===== config.mk =====
export PLATFORM = sky130hd
export DESIGN_NAME = quaternion_orientation_rotator_unit_flat
export DESIGN_NICKNAME = d
export VERILOG_FILES = /design/src/qrot_pkg.sv /design/src/qrot_if.sv /design/src/qrot_ctrl.sv /design/src/qrot_dp.sv /design/src/quaternion_orientation_rotator_unit.sv /design/src/flat_wrapper.sv
export VERILOG_INCLUDE_DIRS = /design/src /design/src/src
export SDC_FILE = /design/constraint.sdc
export NUM_CORES = 2
export LEC_CHECK = 0
export BUFFER_PORTS_ARGS = -buffer_cell sky130_fd_sc_hd__buf_2
export CAP_MARGIN = 20
export CORE_UTILIZATION = 40
export DETAILED_ROUTE_END_ITERATION = 10
export PLACE_DENSITY = 0.62
export SETUP_SLACK_MARGIN = 0.05
export SYNTH_ARGS = -nofsm -noshare
export SYNTH_HDL_FRONTEND = slang
export SYNTH_SLANG_ARGS = --single-unit

===== constraint.sdc =====
create_clock -name i_clk -period 26 [get_ports i_clk]
set_input_delay 1.3 -clock i_clk [delete_from_list [all_inputs] [get_ports i_clk]]
set_output_delay 1.3 -clock i_clk [all_outputs]
set_load 0.02 [all_outputs]

===== src/assert_macros.svh =====
// Assertion macros shared by the RTL of the quaternion rotator.
// Included by files that carry concurrent checks.
`ifndef ASSERT_MACROS_SVH
`define ASSERT_MACROS_SVH
// Implication checked on every clock edge outside reset.
`define CHK_IMPLY(label, clk, rst_n, ante, cons) \
    label: assert property (@(posedge clk) disable iff (!rst_n) (ante) |-> (cons)) \
        else $error("check failed");
// Next-cycle implication checked outside reset.
`define CHK_NEXT(label, clk, rst_n, ante, cons) \
    label: assert property (@(posedge clk) disable iff (!rst_n) (ante) |=> (cons)) \
        else $error("check failed");
`endif


===== src/qrot_pkg.sv =====
// Package of the quaternion rotator: widths, CORDIC table, sequencer states.
// Used by all modules of the block; depends on nothing.
`default_nettype none
package qrot_pkg;
    localparam int FracBits   = 14;
    localparam int AngleBits  = 16;
    localparam int CordicIters = 20;
    localparam int CordicFrac = 30;
    localparam int IterW      = 5;
    localparam int StepW      = 5;
    localparam logic signed [33:0] CordicGainInv = 34'sd652032874;
    localparam logic signed [33:0] QuarterTurn   = 34'sd1073741824;

    typedef enum logic [2:0] {
        S_IDLE, S_CORDIC, S_AXIS, S_HAM, S_MAT, S_DONE
    } t_state;

    typedef struct packed {
        logic start_cordic;
        logic load;
        logic step_axis;
        logic step_ham;
        logic step_mat;
        logic [StepW-1:0] step;
        logic finish;
    } t_cmd;

    typedef struct packed {
        logic cordic_done;
    } t_status;

    function automatic logic signed [33:0] atan_turn(input logic [IterW-1:0] i);
        logic signed [33:0] r;
        case (i)
            5'd0:  r = 34'sd536870912;
            5'd1:  r = 34'sd316933406;
            5'd2:  r = 34'sd167458907;
            5'd3:  r = 34'sd85004756;
            5'd4:  r = 34'sd42667331;
            5'd5:  r = 34'sd21354465;
            5'd6:  r = 34'sd10679838;
            5'd7:  r = 34'sd5340245;
            5'd8:  r = 34'sd2670163;
            5'd9:  r = 34'sd1335087;
            5'd10: r = 34'sd667544;
            5'd11: r = 34'sd333772;
            5'd12: r = 34'sd166886;
            5'd13: r = 34'sd83443;
            5'd14: r = 34'sd41722;
            5'd15: r = 34'sd20861;
            5'd16: r = 34'sd10430;
            5'd17: r = 34'sd5215;
            5'd18: r = 34'sd2608;
            5'd19: r = 34'sd1304;
            default: r = 34'sd0;
        endcase
        return r;
    endfunction

    // Round half up by FracBits and saturate to 16 bits.
    function automatic logic signed [15:0] q_round(input logic signed [35:0] v);
        logic signed [35:0] t;
        t = (v + 36'sd8192) >>> FracBits;
        if (t > 36'sd32767) return 16'sh7fff;
        if (t < -36'sd32768) return 16'sh8000;
        return t[15:0];
    endfunction
endpackage
`default_nettype wire


===== src/qrot_if.sv =====
// Valid/ready channel interfaces for input and result items.
// Depends on nothing.
`default_nettype none
interface qrot_in_if;
    logic valid;
    logic ready;
    logic mode;
    logic signed [15:0] axis_x, axis_y, axis_z;
    logic [15:0] angle;
    logic signed [15:0] load_w, load_x, load_y, load_z;
    modport source(output valid, mode, axis_x, axis_y, axis_z, angle,
                   load_w, load_x, load_y, load_z, input ready);
    modport sink(input valid, mode, axis_x, axis_y, axis_z, angle,
                 load_w, load_x, load_y, load_z, output ready);
endinterface

interface qrot_out_if;
    logic valid;
    logic ready;
    logic signed [15:0] m00, m01, m02, m10, m11, m12, m20, m21, m22;
    logic [17:0] norm_sq;
    modport source(output valid, m00, m01, m02, m10, m11, m12, m20, m21, m22,
                   norm_sq, input ready);
    modport sink(input valid, m00, m01, m02, m10, m11, m12, m20, m21, m22,
                 norm_sq, output ready);
endinterface
`default_nettype wire


===== src/qrot_ctrl.sv =====
// Sequencer of the quaternion rotator: issues datapath steps per item.
// Depends on qrot_pkg.
`default_nettype none
`include "assert_macros.svh"
module qrot_ctrl (
    input  wire                  i_clk,
    input  wire                  i_rst_n,
    input  wire                  i_in_valid,
    input  wire                  i_mode,
    output logic                 o_in_ready,
    input  wire                  i_out_busy,
    input  qrot_pkg::t_status    i_status,
    output qrot_pkg::t_cmd       o_cmd
);
    qrot_pkg::t_state r_state, n_state;
    logic [qrot_pkg::StepW-1:0] r_step, n_step;

    always_ff @(posedge i_clk) begin
        if (!i_rst_n) begin
            r_state <= qrot_pkg::S_IDLE;
            r_step  <= '0;
        end else begin
            r_state <= n_state;
            r_step  <= n_step;
        end
    end

    always_comb begin
        n_state = r_state;
        n_step  = r_step;
        o_cmd   = '0;
        o_cmd.step = r_step;
        o_in_ready = 1'b0;
        case (r_state)
            qrot_pkg::S_IDLE: begin
                o_in_ready = !i_out_busy;
                n_step = '0;
                if (i_in_valid && !i_out_busy) begin
                    if (i_mode) begin
                        o_cmd.load = 1'b1;
                        n_state = qrot_pkg::S_MAT;
                    end else begin
                        o_cmd.start_cordic = 1'b1;
                        n_state = qrot_pkg::S_CORDIC;
                    end
                end
            end
            qrot_pkg::S_CORDIC: begin
                if (i_status.cordic_done) begin
                    n_state = qrot_pkg::S_AXIS;
                end
            end
            qrot_pkg::S_AXIS: begin
                // one axis product per cycle
                o_cmd.step_axis = 1'b1;
                n_step = r_step + 1'b1;
                if (r_step == 5'd2) begin
                    n_step = '0;
                    n_state = qrot_pkg::S_HAM;
                end
            end
            qrot_pkg::S_HAM: begin
                // sixteen products, the last one commits the quaternion
                o_cmd.step_ham = 1'b1;
                n_step = r_step + 1'b1;
                if (r_step == 5'd16) begin
                    n_step = '0;
                    n_state = qrot_pkg::S_MAT;
                end
            end
            qrot_pkg::S_MAT: begin
                o_cmd.step_mat = 1'b1;
                n_step = r_step + 1'b1;
                if (r_step == 5'd10) begin
                    n_step = '0;
                    n_state = qrot_pkg::S_DONE;
                end
            end
            qrot_pkg::S_DONE: begin
                o_cmd.finish = 1'b1;
                n_state = qrot_pkg::S_IDLE;
            end
            default: n_state = qrot_pkg::S_IDLE;
        endcase
    end

    `CHK_IMPLY(a_ready_idle, i_clk, i_rst_n, o_in_ready, r_state == qrot_pkg::S_IDLE)
    `CHK_NEXT(a_done_idle, i_clk, i_rst_n, r_state == qrot_pkg::S_DONE, r_state == qrot_pkg::S_IDLE)
    `CHK_IMPLY(a_step_rng, i_clk, i_rst_n, r_state == qrot_pkg::S_HAM, r_step <= 5'd16)
endmodule
`default_nettype wire


===== src/qrot_dp.sv =====
// Datapath: CORDIC sin/cos, one shared 16x16 multiplier, quaternion and matrix.
// Depends on qrot_pkg.
`default_nettype none
`include "assert_macros.svh"
module qrot_dp (
    input  wire                   i_clk,
    input  wire                   i_rst_n,
    input  qrot_pkg::t_cmd        i_cmd,
    input  wire signed [15:0]     i_axis_x,
    input  wire signed [15:0]     i_axis_y,
    input  wire signed [15:0]     i_axis_z,
    input  wire [15:0]            i_angle,
    input  wire signed [15:0]     i_load_w,
    input  wire signed [15:0]     i_load_x,
    input  wire signed [15:0]     i_load_y,
    input  wire signed [15:0]     i_load_z,
    input  wire                   i_out_ready,
    output logic                  o_out_valid,
    output logic signed [15:0]    o_m [9],
    output logic [17:0]           o_norm_sq,
    output qrot_pkg::t_status     o_status
);
    // orientation and item registers
    logic signed [15:0] r_qw, r_qx, r_qy, r_qz;
    logic signed [15:0] r_ax, r_ay, r_az;
    logic signed [15:0] r_rw, r_rx, r_ry, r_rz;
    // CORDIC
    logic signed [33:0] r_cx, r_cy, r_cz;
    logic [qrot_pkg::IterW-1:0] r_it;
    logic r_cbusy, r_fold;
    // shared multiplier
    logic signed [15:0] mul_a, mul_b;
    logic signed [31:0] r_prod;
    logic r_pv;
    logic [3:0] r_pidx;
    logic signed [35:0] r_acc;
    logic signed [15:0] r_nq [4];
    logic signed [35:0] r_macc [9];
    logic signed [35:0] r_nacc;
    logic r_out_valid;
    logic signed [15:0] r_m [9];
    logic [17:0] r_norm;

    // CORDIC step
    logic signed [33:0] cx_sh, cy_sh;
    logic signed [15:0] cos_r, sin_r, cos_v, sin_v;
    logic signed [33:0] z0;
    assign cx_sh = r_cx >>> r_it;
    assign cy_sh = r_cy >>> r_it;
    assign z0 = {2'b00, 1'b0, i_angle, 15'd0};

    function automatic logic signed [15:0] cround(input logic signed [33:0] v);
        logic signed [33:0] t;
        t = (v + 34'sd32768) >>> (qrot_pkg::CordicFrac - qrot_pkg::FracBits);
        if (t > 34'sd32767) return 16'sh7fff;
        if (t < -34'sd32768) return 16'sh8000;
        return t[15:0];
    endfunction

    assign cos_r = cround(r_cx);
    assign sin_r = cround(r_cy);
    always_comb begin
        if (r_fold) begin
            cos_v = (sin_r == 16'sh8000) ? 16'sh7fff : -sin_r;
            sin_v = cos_r;
        end else begin
            cos_v = cos_r;
            sin_v = sin_r;
        end
    end
    assign o_status.cordic_done = r_cbusy && (r_it == 5'(qrot_pkg::CordicIters));

    always_ff @(posedge i_clk) begin
        if (!i_rst_n) begin
            r_cbusy <= 1'b0;
            r_it <= '0;
        end else if (i_cmd.start_cordic) begin
            r_cbusy <= 1'b1;
            r_it <= '0;
        end else if (o_status.cordic_done) begin
            r_cbusy <= 1'b0;
        end else if (r_cbusy) begin
            r_it <= r_it + 1'b1;
        end
    end

    always_ff @(posedge i_clk) begin
        if (i_cmd.start_cordic) begin
            r_cx <= qrot_pkg::CordicGainInv;
            r_cy <= '0;
            if (z0 >= qrot_pkg::QuarterTurn) begin
                r_cz <= z0 - qrot_pkg::QuarterTurn;
                r_fold <= 1'b1;
            end else begin
                r_cz <= z0;
                r_fold <= 1'b0;
            end
            r_ax <= i_axis_x;
            r_ay <= i_axis_y;
            r_az <= i_axis_z;
        end else if (r_cbusy && !o_status.cordic_done) begin
            if (!r_cz[33]) begin
                r_cx <= r_cx - cy_sh;
                r_cy <= r_cy + cx_sh;
                r_cz <= r_cz - qrot_pkg::atan_turn(r_it);
            end else begin
                r_cx <= r_cx + cy_sh;
                r_cy <= r_cy - cx_sh;
                r_cz <= r_cz + qrot_pkg::atan_turn(r_it);
            end
        end
    end

    // Operand select: axis products, Hamilton terms, matrix/norm squares.
    // Hamilton: term t of component c uses r[rsel] * q[qsel] with sign.
    logic [3:0] s;
    logic ham_neg;
    logic [1:0] rsel, qsel;
    logic signed [15:0] rv, qv, qa, qb;
    always_comb begin
        s = i_cmd.step[3:0];
        rsel = s[1:0];
        ham_neg = 1'b0;
        qsel = 2'd0;
        case (s)
            4'd0:  begin qsel = 2'd0; end
            4'd1:  begin qsel = 2'd1; ham_neg = 1'b1; end
            4'd2:  begin qsel = 2'd2; ham_neg = 1'b1; end
            4'd3:  begin qsel = 2'd3; ham_neg = 1'b1; end
            4'd4:  begin qsel = 2'd1; end
            4'd5:  begin qsel = 2'd0; end
            4'd6:  begin qsel = 2'd3; end
            4'd7:  begin qsel = 2'd2; ham_neg = 1'b1; end
            4'd8:  begin qsel = 2'd2; end
            4'd9:  begin qsel = 2'd3; ham_neg = 1'b1; end
            4'd10: begin qsel = 2'd0; end
            4'd11: begin qsel = 2'd1; end
            4'd12: begin qsel = 2'd3; end
            4'd13: begin qsel = 2'd2; end
            4'd14: begin qsel = 2'd1; ham_neg = 1'b1; end
            4'd15: begin qsel = 2'd0; end
            default: qsel = 2'd0;
        endcase
        case (rsel)
            2'd0: rv = r_rw;
            2'd1: rv = r_rx;
            2'd2: rv = r_ry;
            default: rv = r_rz;
        endcase
        case (qsel)
            2'd0: qv = r_qw;
            2'd1: qv = r_qx;
            2'd2: qv = r_qy;
            default: qv = r_qz;
        endcase
        // matrix steps: ww xx yy zz xy xz yz wx wy wz
        case (s)
            4'd0: begin qa = r_qw; qb = r_qw; end
            4'd1: begin qa = r_qx; qb = r_qx; end
            4'd2: begin qa = r_qy; qb = r_qy; end
            4'd3: begin qa = r_qz; qb = r_qz; end
            4'd4: begin qa = r_qx; qb = r_qy; end
            4'd5: begin qa = r_qx; qb = r_qz; end
            4'd6: begin qa = r_qy; qb = r_qz; end
            4'd7: begin qa = r_qw; qb = r_qx; end
            4'd8: begin qa = r_qw; qb = r_qy; end
            default: begin qa = r_qw; qb = r_qz; end
        endcase
        mul_a = qa;
        mul_b = qb;
        if (i_cmd.step_axis) begin
            mul_a = sin_v;
            case (s[1:0])
                2'd0: mul_b = r_ax;
                2'd1: mul_b = r_ay;
                default: mul_b = r_az;
            endcase
        end else if (i_cmd.step_ham) begin
            mul_a = rv;
            mul_b = qv;
        end
    end

    logic r_ham_neg;
    logic r_pham, r_pmat;
    logic signed [35:0] pext, acc_n;
    assign pext = 36'(r_prod);
    assign acc_n = r_ham_neg ? r_acc - pext : r_acc + pext;

    always_ff @(posedge i_clk) begin
        r_prod <= mul_a * mul_b;
        r_pidx <= s;
        r_ham_neg <= ham_neg;
        r_pham <= i_cmd.step_ham && (i_cmd.step != 5'd16);
        r_pmat <= i_cmd.step_mat && (i_cmd.step != 5'd10);
        r_pv <= i_cmd.step_axis;
        if (i_cmd.step_axis && s[1:0] == 2'd0) begin
            r_rw <= cos_v;
        end
        if (r_pv) begin
            case (r_pidx[1:0])
                2'd0: r_rx <= qrot_pkg::q_round(36'(r_prod));
                2'd1: r_ry <= qrot_pkg::q_round(36'(r_prod));
                default: r_rz <= qrot_pkg::q_round(36'(r_prod));
            endcase
        end
        if (r_pham) begin
            if (r_pidx[1:0] == 2'd3) begin
                r_nq[r_pidx[3:2]] <= qrot_pkg::q_round(acc_n);
                r_acc <= '0;
            end else begin
                r_acc <= acc_n;
            end
        end else if (!i_cmd.step_ham) begin
            r_acc <= '0;
        end
        if (r_pmat) begin
            case (r_pidx)
                4'd0: r_nacc <= pext;
                4'd1: r_nacc <= r_nacc + pext;
                4'd2: r_nacc <= r_nacc + pext;
                4'd3: r_nacc <= r_nacc + pext;
                default: r_nacc <= r_nacc;
            endcase
            case (r_pidx)
                4'd1: r_macc[0] <= pext;
                4'd2: r_macc[2] <= pext;
                4'd3: r_macc[3] <= pext;
                4'd4: r_macc[4] <= pext;
                4'd5: r_macc[5] <= pext;
                4'd6: r_macc[6] <= pext;
                4'd7: r_macc[7] <= pext;
                4'd8: r_macc[8] <= pext;
                default: r_macc[1] <= pext;
            endcase
        end
        if (!i_rst_n) begin
            r_qw <= 16'sd16384; r_qx <= '0; r_qy <= '0; r_qz <= '0;
        end else if (i_cmd.load) begin
            r_qw <= i_load_w; r_qx <= i_load_x; r_qy <= i_load_y; r_qz <= i_load_z;
        end else if (i_cmd.step_ham && i_cmd.step == 5'd16) begin
            r_qw <= r_nq[0]; r_qx <= r_nq[1]; r_qy <= r_nq[2];
            r_qz <= qrot_pkg::q_round(acc_n);
        end
    end

    // matrix from squares: macc0=xx 2=yy 3=zz 4=xy 5=xz 6=yz 7=wx 8=wy 1=wz
    logic signed [35:0] one2;
    logic signed [35:0] xx2, yy2, zz2, xy2, xz2, yz2, wx2, wy2, wz2;
    assign one2 = 36'sd1 <<< (2 * qrot_pkg::FracBits);
    assign xx2 = r_macc[0] <<< 1;
    assign yy2 = r_macc[2] <<< 1;
    assign zz2 = r_macc[3] <<< 1;
    assign xy2 = r_macc[4] <<< 1;
    assign xz2 = r_macc[5] <<< 1;
    assign yz2 = r_macc[6] <<< 1;
    assign wx2 = r_macc[7] <<< 1;
    assign wy2 = r_macc[8] <<< 1;
    assign wz2 = r_macc[1] <<< 1;
    logic signed [35:0] nr;
    assign nr = (r_nacc + 36'sd8192) >>> qrot_pkg::FracBits;

    always_ff @(posedge i_clk) begin
        if (!i_rst_n) begin
            r_out_valid <= 1'b0;
        end else if (i_cmd.finish) begin
            r_out_valid <= 1'b1;
        end else if (i_out_ready) begin
            r_out_valid <= 1'b0;
        end
        if (i_cmd.finish) begin
            r_m[0] <= qrot_pkg::q_round(one2 - yy2 - zz2);
            r_m[1] <= qrot_pkg::q_round(xy2 - wz2);
            r_m[2] <= qrot_pkg::q_round(xz2 + wy2);
            r_m[3] <= qrot_pkg::q_round(xy2 + wz2);
            r_m[4] <= qrot_pkg::q_round(one2 - xx2 - zz2);
            r_m[5] <= qrot_pkg::q_round(yz2 - wx2);
            r_m[6] <= qrot_pkg::q_round(xz2 - wy2);
            r_m[7] <= qrot_pkg::q_round(yz2 + wx2);
            r_m[8] <= qrot_pkg::q_round(one2 - xx2 - yy2);
            if (nr > 36'sd262143) r_norm <= 18'h3ffff;
            else if (nr < 0) r_norm <= '0;
            else r_norm <= nr[17:0];
        end
    end

    assign o_out_valid = r_out_valid;
    assign o_m = r_m;
    assign o_norm_sq = r_norm;

    `CHK_IMPLY(a_cordic_it, i_clk, i_rst_n, r_cbusy, r_it <= 5'(qrot_pkg::CordicIters))
    `CHK_NEXT(a_fin_valid, i_clk, i_rst_n, i_cmd.finish, r_out_valid)
    `CHK_IMPLY(a_no_overlap, i_clk, i_rst_n, i_cmd.step_ham, !r_cbusy)
endmodule
`default_nettype wire


===== src/quaternion_orientation_rotator_unit.sv =====
// Quaternion orientation rotator: keeps an orientation quaternion and gives
// the rotation matrix and squared norm after each item. Uses qrot_pkg,
// the channel interfaces, qrot_ctrl and qrot_dp.
//
// Input channel: one item per handshake; mode 0 rotates the stored
// quaternion by axis and half-angle sin/cos, mode 1 loads it directly.
// Output channel: one result item per input item, from an output register.
// A rotate item runs 20 CORDIC iterations, then 3 axis, 17 Hamilton and 11
// matrix steps on one shared 16x16 multiplier, and then its result is latched
// into the output register; a load item runs only the 11 matrix steps before
// its result is latched.
// One item is worked on at a time: the next item is taken only once the
// sequencer has returned to idle after the last item.
// A new item is taken only while the output register is empty or drains in
// the same cycle; while the receiver stalls, the finished result holds and
// the next item waits at the input.
// Reset: the quaternion returns to identity (w = 1.0), the output is empty.
`default_nettype none
module quaternion_orientation_rotator_unit (
    input  wire        i_clk,
    input  wire        i_rst_n,
    qrot_in_if.sink    in_ch,
    qrot_out_if.source out_ch
);
    qrot_pkg::t_cmd    cmd;
    qrot_pkg::t_status status;
    logic signed [15:0] m [9];

    qrot_ctrl u_ctrl (
        .i_clk(i_clk), .i_rst_n(i_rst_n),
        .i_in_valid(in_ch.valid), .i_mode(in_ch.mode),
        .o_in_ready(in_ch.ready),
        .i_out_busy(out_ch.valid && !out_ch.ready),
        .i_status(status), .o_cmd(cmd)
    );

    qrot_dp u_dp (
        .i_clk(i_clk), .i_rst_n(i_rst_n), .i_cmd(cmd),
        .i_axis_x(in_ch.axis_x), .i_axis_y(in_ch.axis_y), .i_axis_z(in_ch.axis_z),
        .i_angle(in_ch.angle),
        .i_load_w(in_ch.load_w), .i_load_x(in_ch.load_x),
        .i_load_y(in_ch.load_y), .i_load_z(in_ch.load_z),
        .i_out_ready(out_ch.ready), .o_out_valid(out_ch.valid),
        .o_m(m), .o_norm_sq(out_ch.norm_sq), .o_status(status)
    );

    assign out_ch.m00 = m[0];
    assign out_ch.m01 = m[1];
    assign out_ch.m02 = m[2];
    assign out_ch.m10 = m[3];
    assign out_ch.m11 = m[4];
    assign out_ch.m12 = m[5];
    assign out_ch.m20 = m[6];
    assign out_ch.m21 = m[7];
    assign out_ch.m22 = m[8];
endmodule
`default_nettype wire

===== src/flat_wrapper.sv =====
// flat-port wrapper written by rule: the top's interface ports become plain ports
module quaternion_orientation_rotator_unit_flat 
  (i_clk, i_rst_n, in_ch_valid, in_ch_mode, in_ch_axis_x, in_ch_axis_y, in_ch_axis_z, in_ch_angle, in_ch_load_w, in_ch_load_x, in_ch_load_y, in_ch_load_z, in_ch_ready, out_ch_valid, out_ch_m00, out_ch_m01, out_ch_m02, out_ch_m10, out_ch_m11, out_ch_m12, out_ch_m20, out_ch_m21, out_ch_m22, out_ch_norm_sq, out_ch_ready);
  qrot_in_if in_ch_i ();
  qrot_out_if out_ch_i ();
  input  wire i_clk;
  input  wire i_rst_n;
  input wire logic [$bits(in_ch_i.valid)-1:0] in_ch_valid;
  input wire logic [$bits(in_ch_i.mode)-1:0] in_ch_mode;
  input wire logic [$bits(in_ch_i.axis_x)-1:0] in_ch_axis_x;
  input wire logic [$bits(in_ch_i.axis_y)-1:0] in_ch_axis_y;
  input wire logic [$bits(in_ch_i.axis_z)-1:0] in_ch_axis_z;
  input wire logic [$bits(in_ch_i.angle)-1:0] in_ch_angle;
  input wire logic [$bits(in_ch_i.load_w)-1:0] in_ch_load_w;
  input wire logic [$bits(in_ch_i.load_x)-1:0] in_ch_load_x;
  input wire logic [$bits(in_ch_i.load_y)-1:0] in_ch_load_y;
  input wire logic [$bits(in_ch_i.load_z)-1:0] in_ch_load_z;
  output wire logic [$bits(in_ch_i.ready)-1:0] in_ch_ready;
  output wire logic [$bits(out_ch_i.valid)-1:0] out_ch_valid;
  output wire logic [$bits(out_ch_i.m00)-1:0] out_ch_m00;
  output wire logic [$bits(out_ch_i.m01)-1:0] out_ch_m01;
  output wire logic [$bits(out_ch_i.m02)-1:0] out_ch_m02;
  output wire logic [$bits(out_ch_i.m10)-1:0] out_ch_m10;
  output wire logic [$bits(out_ch_i.m11)-1:0] out_ch_m11;
  output wire logic [$bits(out_ch_i.m12)-1:0] out_ch_m12;
  output wire logic [$bits(out_ch_i.m20)-1:0] out_ch_m20;
  output wire logic [$bits(out_ch_i.m21)-1:0] out_ch_m21;
  output wire logic [$bits(out_ch_i.m22)-1:0] out_ch_m22;
  output wire logic [$bits(out_ch_i.norm_sq)-1:0] out_ch_norm_sq;
  input wire logic [$bits(out_ch_i.ready)-1:0] out_ch_ready;
  assign in_ch_i.valid = in_ch_valid;
  assign in_ch_i.mode = in_ch_mode;
  assign in_ch_i.axis_x = in_ch_axis_x;
  assign in_ch_i.axis_y = in_ch_axis_y;
  assign in_ch_i.axis_z = in_ch_axis_z;
  assign in_ch_i.angle = in_ch_angle;
  assign in_ch_i.load_w = in_ch_load_w;
  assign in_ch_i.load_x = in_ch_load_x;
  assign in_ch_i.load_y = in_ch_load_y;
  assign in_ch_i.load_z = in_ch_load_z;
  assign in_ch_ready = in_ch_i.ready;
  assign out_ch_valid = out_ch_i.valid;
  assign out_ch_m00 = out_ch_i.m00;
  assign out_ch_m01 = out_ch_i.m01;
  assign out_ch_m02 = out_ch_i.m02;
  assign out_ch_m10 = out_ch_i.m10;
  assign out_ch_m11 = out_ch_i.m11;
  assign out_ch_m12 = out_ch_i.m12;
  assign out_ch_m20 = out_ch_i.m20;
  assign out_ch_m21 = out_ch_i.m21;
  assign out_ch_m22 = out_ch_i.m22;
  assign out_ch_norm_sq = out_ch_i.norm_sq;
  assign out_ch_i.ready = out_ch_ready;
  quaternion_orientation_rotator_unit u_core (.i_clk(i_clk), .i_rst_n(i_rst_n), .in_ch(in_ch_i), .out_ch(out_ch_i));
endmodule

---- Yosys cells after proc, flatten, opt, wreduce, memory -nomap -nowiden ----
Memories as Yosys holds them, arrays and structs flattened. A register that Yosys moved wholly into a read port is not among the register bits.
Cells that the tools add are included.
storage, ports and cells
  register bits ........................... 568
  memory bits (writable) .................. 388
  ROM bits ................................ 1920
  bits of input ports ..................... 133
  output and inout port bits .............. 164
  word-level logic and storage cells ...... 477
  memories kept ........................... 4
operators by class
  add/sub/neg operators ................... 38
  multiply operators ...................... 1
  $lt $le $gt $ge ......................... 29
  eq/ne operators ......................... 47
  shift operators ......................... 2
  multiplexer cells ....................... 265
  bitwise logic cells ..................... 3
  reductions and logical operators ........ 50
memory list
  memory              depth  bits a word  rd ports  clocked after memory_dff  wr ports  line            source
  (no name shown)     32     30           1         1                         0         qrot_pkg.sv:34  case (i)
  (no name shown)     32     30           1         1                         0         qrot_pkg.sv:34
  u_core.u_dp.r_macc  9      36           9         0                         1         qrot_dp.sv:38   logic signed [35:0] r_macc [9];
  u_core.u_dp.r_nq    4      16           3         0                         1         qrot_dp.sv:37   logic signed [15:0] r_nq [4];
operators with widths
  cell                    count
  $mux 16                 75
  $mux 36                 12
  $mux 34                 12
  $add 36x15->36 const B  11
  $reduce_or 36->1        8
  $gt 22x16->1 const B    10
  $lt 22x16->1 const B    10
  $sub 36x36->36          6
  $pmux 16 s3             4
  $mux 1                  133
  $add 36x36->36          3
  $add 34x34->34          3
  $sub 34x34->34          3
  $add 36x32->36          2
  $pmux 36 s2             1
  $sub 30x36->36 const A  2
  $add 34x17->34 const B  2
  $sshr 34x5->34          2
  $eq 4x4->1 const B      9
  $gt 18x16->1 const B    2
  $lt 18x16->1 const B    2
  $sub 36x32->36          1
  $mux 5                  7
  $add 32x15->33 const B  1
  other kinds (48)        114

---- Longest topological paths before layout ----
  word-level depth ........................ 16
  depth in mapped cells ................... 41
  gate-level depth less buffers ........... 37

---- Hierarchy ----
Synthesis repeated with hierarchy kept, for this count alone.
second synthesis, totals
  cell total of the unflattened synthesis .. 7945
  area total of the unflattened synthesis .. 77216.6 um^2
modules (own cells, without submodules)
  module                               times used  cells an instance  area each (um^2)  seq. area each (um^2)
  qrot_dp                              1           7866               76547.2           25714.7
  qrot_ctrl                            1           78                 655.6             160.2
  quaternion_orientation_rotator_unit  1           1                  13.8              0.0

---- Worst setup path before layout ----
No wires, ideal clock.
  kind .................................... reg-to-reg
  start point ............................. register u_core.u_dp.r_cy[16]
  end point ............................... register u_core.u_dp.r_prod[30]
  setup time .............................. 0.123 ns
  arrival ................................. 8.648 ns
  required time ........................... 25.877 ns
  setup slack ............................. 17.228 ns
  cell stages (with the launch flop) ...... 31
  buffers on the path ..................... 1
  clock period less this slack ............ 8.772 ns
  path through ............................ dfxtp_1 ha_1 nand3_1 or2_2 nor4_1 xnor2_1 a21oi_1 clkbuf_1 o21ai_0 mux2_2 a21oi_1 nor2_1 fa_1 inv_1 fa_1 fa_1 inv_1 fa_1 fa_1 inv_1 fa_1 inv_1 ha_1 a21o_1 a21oi_1 nand2_1 o311a_1 or4_1 a31oi_1 o21bai_1 xor2_1
on the way
  word-level cells in the longest chain between the ends .. 9
  elaborated cells between the ends (all ways) .. 12
  classes of those cells .................. add/sub (1); mul (1); order compare (2); mux (8)
ends and longest elaborated chain
  item                      line            source
  start: declaration        qrot_dp.sv:28   logic signed [33:0] r_cx, r_cy, r_cz;
  start signal: assignment  qrot_dp.sv:104  r_cy <= r_cy + cx_sh;
  start signal: assignment  qrot_dp.sv:108  r_cy <= r_cy - cx_sh;
  $add 34x17->34 *          qrot_dp.sv:54   t = (v + 34'sd32768) >>> (qrot_pkg::CordicFrac - qrot_pkg::FracBits);
  $lt 18x16->1              qrot_dp.sv:56   if (t < -34'sd32768) return 16'sh8000;
  $mux 1 (2 in series)      qrot_dp.sv:56
  $mux 16                   qrot_dp.sv:57   return t[15:0];
  $mux 16 *                 qrot_dp.sv:56
  $mux 16 *                 qrot_dp.sv:63   if (r_fold) begin
  $mux 16 *                 qrot_dp.sv:171  if (i_cmd.step_axis) begin
  $mul 16x16->32 *          qrot_dp.sv:191  r_prod <= mul_a * mul_b;
  end signal: assignment    qrot_dp.sv:191
  end: declaration          qrot_dp.sv:33   logic signed [31:0] r_prod;
Mark *: on every way between the ends. The rest lies on a longest branch, timed or not. The select of a mux whose other input is x is not followed.
A chain may end at the register's enable or synchronous reset.

---- Final worst setup path ----
  start point ............................. register u_core.u_dp.r_cx[20]
  end point ............................... register u_core.u_dp.r_prod[31]
on the way
  word-level cells in the longest chain between the ends .. 9
  elaborated cells between the ends (all ways) .. 12
  classes of those cells .................. add/sub (1); mul (1); order compare (2); mux (8)
ends and longest elaborated chain
  item                      line            source
  start: declaration        qrot_dp.sv:28
  start signal: assignment  qrot_dp.sv:89   r_cx <= qrot_pkg::CordicGainInv;
  start signal: assignment  qrot_dp.sv:103  r_cx <= r_cx - cy_sh;
  start signal: assignment  qrot_dp.sv:107  r_cx <= r_cx + cy_sh;
  $add 34x17->34 *          qrot_dp.sv:54
  $lt 18x16->1              qrot_dp.sv:56
  $mux 1 (2 in series)      qrot_dp.sv:56
  $mux 16                   qrot_dp.sv:57
  $mux 16 *                 qrot_dp.sv:56
  $mux 16 *                 qrot_dp.sv:63
  $mux 16 *                 qrot_dp.sv:171
  $mul 16x16->32 *          qrot_dp.sv:191
Marked as above.

==> metrics.yaml <==
timing:
  max_slew_margin_pct: 21.5
  fmax_mhz: 99.6
  tightest_slew_ps: 1180
  hold_violations: 0
  rsz0062_at_grt: "no"
  slew_viol_final: 0
  fin_skew_ps: 60.1
  setup-violations-final: 0
  post-route-period-util_pct: 38.6
  timing.hold.ws_ps: 434
  period_needed_ps: 10040
  setup_tns_ps: 0
setup_path:
  arrival_ps: 10660
  crit_slowest_cell: "a21oi_1"
  critical_path_class: "reg -> reg"
  critPathMaxFanout: 16
  required_ps: 26630
  crit_path_end_kind: "flip-flop"
  slowest_delay_ps: 860
  start_kind: "flip-flop"
  cp_common_cell: "fa_1"
routing:
  drt-initial-drc-count: 4697
  vias: 60500
  ant_nets: 0
  vias_per_cell: 5.62
  first_pass_iters: 9
  wirelength_um: 222000
  routedWlPerCell_um: 20.6
  remaining_drc_errors: 0
layout:
  mostFrequentLayoutCells: "ha_1, inv_1, edfxtp_1, nor2_1, a21oi_1"
  syn_to_final_growth_pct: 11.3
  final_common_cell: "ha_1"
  final_core_util_pct: 44.7
  drive_gt1_share_pct: 10.3
  layout.nets: 9409
clock_network:
  htreeDepth: 3
  cts_setup_buffers: 0
  path_clk_slew_ps: 60
  cts_max_path_buffers: 3
  cts_tree: "done"
  cts_root_buf: "clkbuf_16"
  clkLatencyLatePin_ps: 780
  cts_made_buffers: 108
  cts_hold_buf: 0
  cts_resized: 0
  cts.sinks: 934
floorplanning:
  core_sq_um: 190000
  num_io_pins: 297
  initial_core_util_pct: 40.2
  die_w_um: 439
  die_h_um: 439
  rows: 160
  die_area_sq_um: 193000
yosys:
  ys_warn_count: 0
  synth_top_flop_cell: "edfxtp_1"
  synthesis.nets: 9183
  seq_area_frac_synth_pct: 33.9
  synth.area.top_cells: "edfxtp_1, ha_1, fa_1"
  ys_types: 99
  ys_ff_latch: 934
  syn_inst: 7928
  yosysTopAreaCell: "edfxtp_1"
  synth_top_area_share_pct: 28.2
  syn_area_sq_um: 76400
  syn_avg_cell_area_sq_um: 9.63
  synth_edf_count: 717
  async_flop_share_pct: 0
grt:
  grt_pass1_vias: 59400
  antenna_found_initial: 9
  grt_usage_pct: 22.7
  grt_pass1_wl_um: 344000
  grt_max_degree: 86
  overflow: 0
power_and_ir_drop:
  ir_drop_mv: 0.0868
  p_leak_nw: 37.0
  switchingPower_mw: 4.72
  p_sw_share_pct: 46.5
  clockPowerShare_pct: 17.0
  p_comb_share_pct: 61.0
  power.internal_mw: 5.43
  p_seq_share_pct: 22.0
  power_density_nw_per_um2: 119
run:
  drv_cap: 0
place:
  hpwl_um: 166000
  numPortBuffers: 296
  place.gp.congestion: 0.943
run_status:
  status: "complete, no violations"
min_path:
  worstHoldPathType: "reg -> reg"
critical path, delay by kind of cell (launching register included):
kind / cells / cell delay (ps)
buffers and inverters: 4 / 220
AOI/OAI and AO/OA: 14 / 3950
muxes: 1 / 380
xor gates and xnor gates: 1 / 80
and+or+nand+nor: 6 / 1200
adders and majority gates: 7 / 3520
DFF: 1 / 540
Yosys cell counts (28+ instances only):
cell type and instances:
nor4_1 32, or2_2 38, a221o_1 37, ha_1 854
o211ai_1 43, o21bai_1 46, and2_1 55, o21ai_0 397
nand3_1 129, a222oi_1 44, nor3_1 161, nand2_1 573
a21o_1 237, xnor2_1 335, o21a_1 88, a221oi_1 41
dfxtp_1 217, a31oi_1 73, xor2_1 240, clkbuf_1 245
nand4_1 41, mux4_2 84, a211o_1 30, a21oi_1 602
mux2i_1 52, buf_1 36, or3_1 45, inv_1 747
a22oi_1 60, fa_1 268, and3_1 77, nand2b_1 106
mux2_2 33, edfxtp_1 717, nor2b_1 84, o31ai_1 28
nor2_1 671, a211oi_1 54
cell type report:
type	instances	area (sq um)
clock inverters	83	1160
flip-flops and latches	934	25900
repair buffers	423	2450
inverters	753	2830
fillers	17900	105000
multi-input cells	5934	46600
well taps	2511	3140
clock buffers	123	2890
diodes	4	10.0
metrics by stage:
step           std cells  setup slack, ps  total power, mW  cell area (sq um)
2_1_floorplan       7928            17230             6.70              76400
3_3_place_gp       10600            16360             8.27              80900
3_5_place_dp       10600            16190             8.36              80900
4_1_cts            10800            16160             10.1              84900
5_1_grt            10800            15270             11.0              85000
6_report           10800            15960             10.1              85000
power by group through the flow:
| stage | clock [mW] | sequential (mW) | combinational, mW |
|---|---|---|---|
| after global placement | 0 | 2.24 | 6.03 |
| after global routing | 1.81 | 2.26 | 6.89 |
| after floorplan | 0 | 2.18 | 4.53 |
| final | 1.72 | 2.23 | 6.19 |
| after detailed placement | 0 | 2.26 | 6.10 |
| after CTS | 1.76 | 2.22 | 6.15 |
cell families (layout without fill, tap and decap cells):
family,count (synthesis),in the layout,share of synthesized area (%)
other,0,4,0
DFF,934,934,33.9
muxes,169,169,3.65
AOI/OAI and AO/OA,1964,1964,16.6
buffers and inverters,1060,1382,5.30
adders and majority gates,1123,1123,21.0
xor gates and xnor gates,575,575,6.59
and+or+nand+nor,2103,2103,12.9
path summary, 6_finish.rpt:
check	cells past startpoint	from	end	slack, ps
worst max-delay path	33	u_core.u_dp.r_cx[20]	u_core.u_dp.r_prod[31]	15960
worst min-delay path	0	u_core.u_ctrl.r_step[1]	u_core.u_dp.r_pidx[1]	430
worst max register to register	33	u_core.u_dp.r_cx[20]	u_core.u_dp.r_prod[31]	15960
worst min register to register	0	u_core.u_ctrl.r_step[1]	u_core.u_dp.r_pidx[1]	430
sequential cells by signal, summed over array words and instances (netlist names), 18 cells and up, named ones only:
signal                 cells
u_core.u_dp.r_cz          34
u_core.u_dp.o_norm_sq     18
u_core.u_dp.r_cx          34
u_core.u_dp.r_nacc        36
u_core.u_dp.r_cy          34
u_core.u_dp.r_nq          48
u_core.u_dp.r_acc         36
u_core.u_dp.r_macc       288
u_core.u_dp.r_prod        32
u_core.u_dp.o_m          144
metal layers:
| metal | track usage, % | part of all wire [%] | vias to the layer above |
|---|---|---|---|
| met2 | 37.1 | 46 | 1967 |
| met5 | 0 | 0 | - |
| met4 | 7.74 | 3.4 | 0 |
| met3 | 3.09 | 6.2 | 345 |
| met1 | 30.8 | 44 | 29300 |
| li1 | - | - | 28800 |
(Power assumes the default switching activity.)
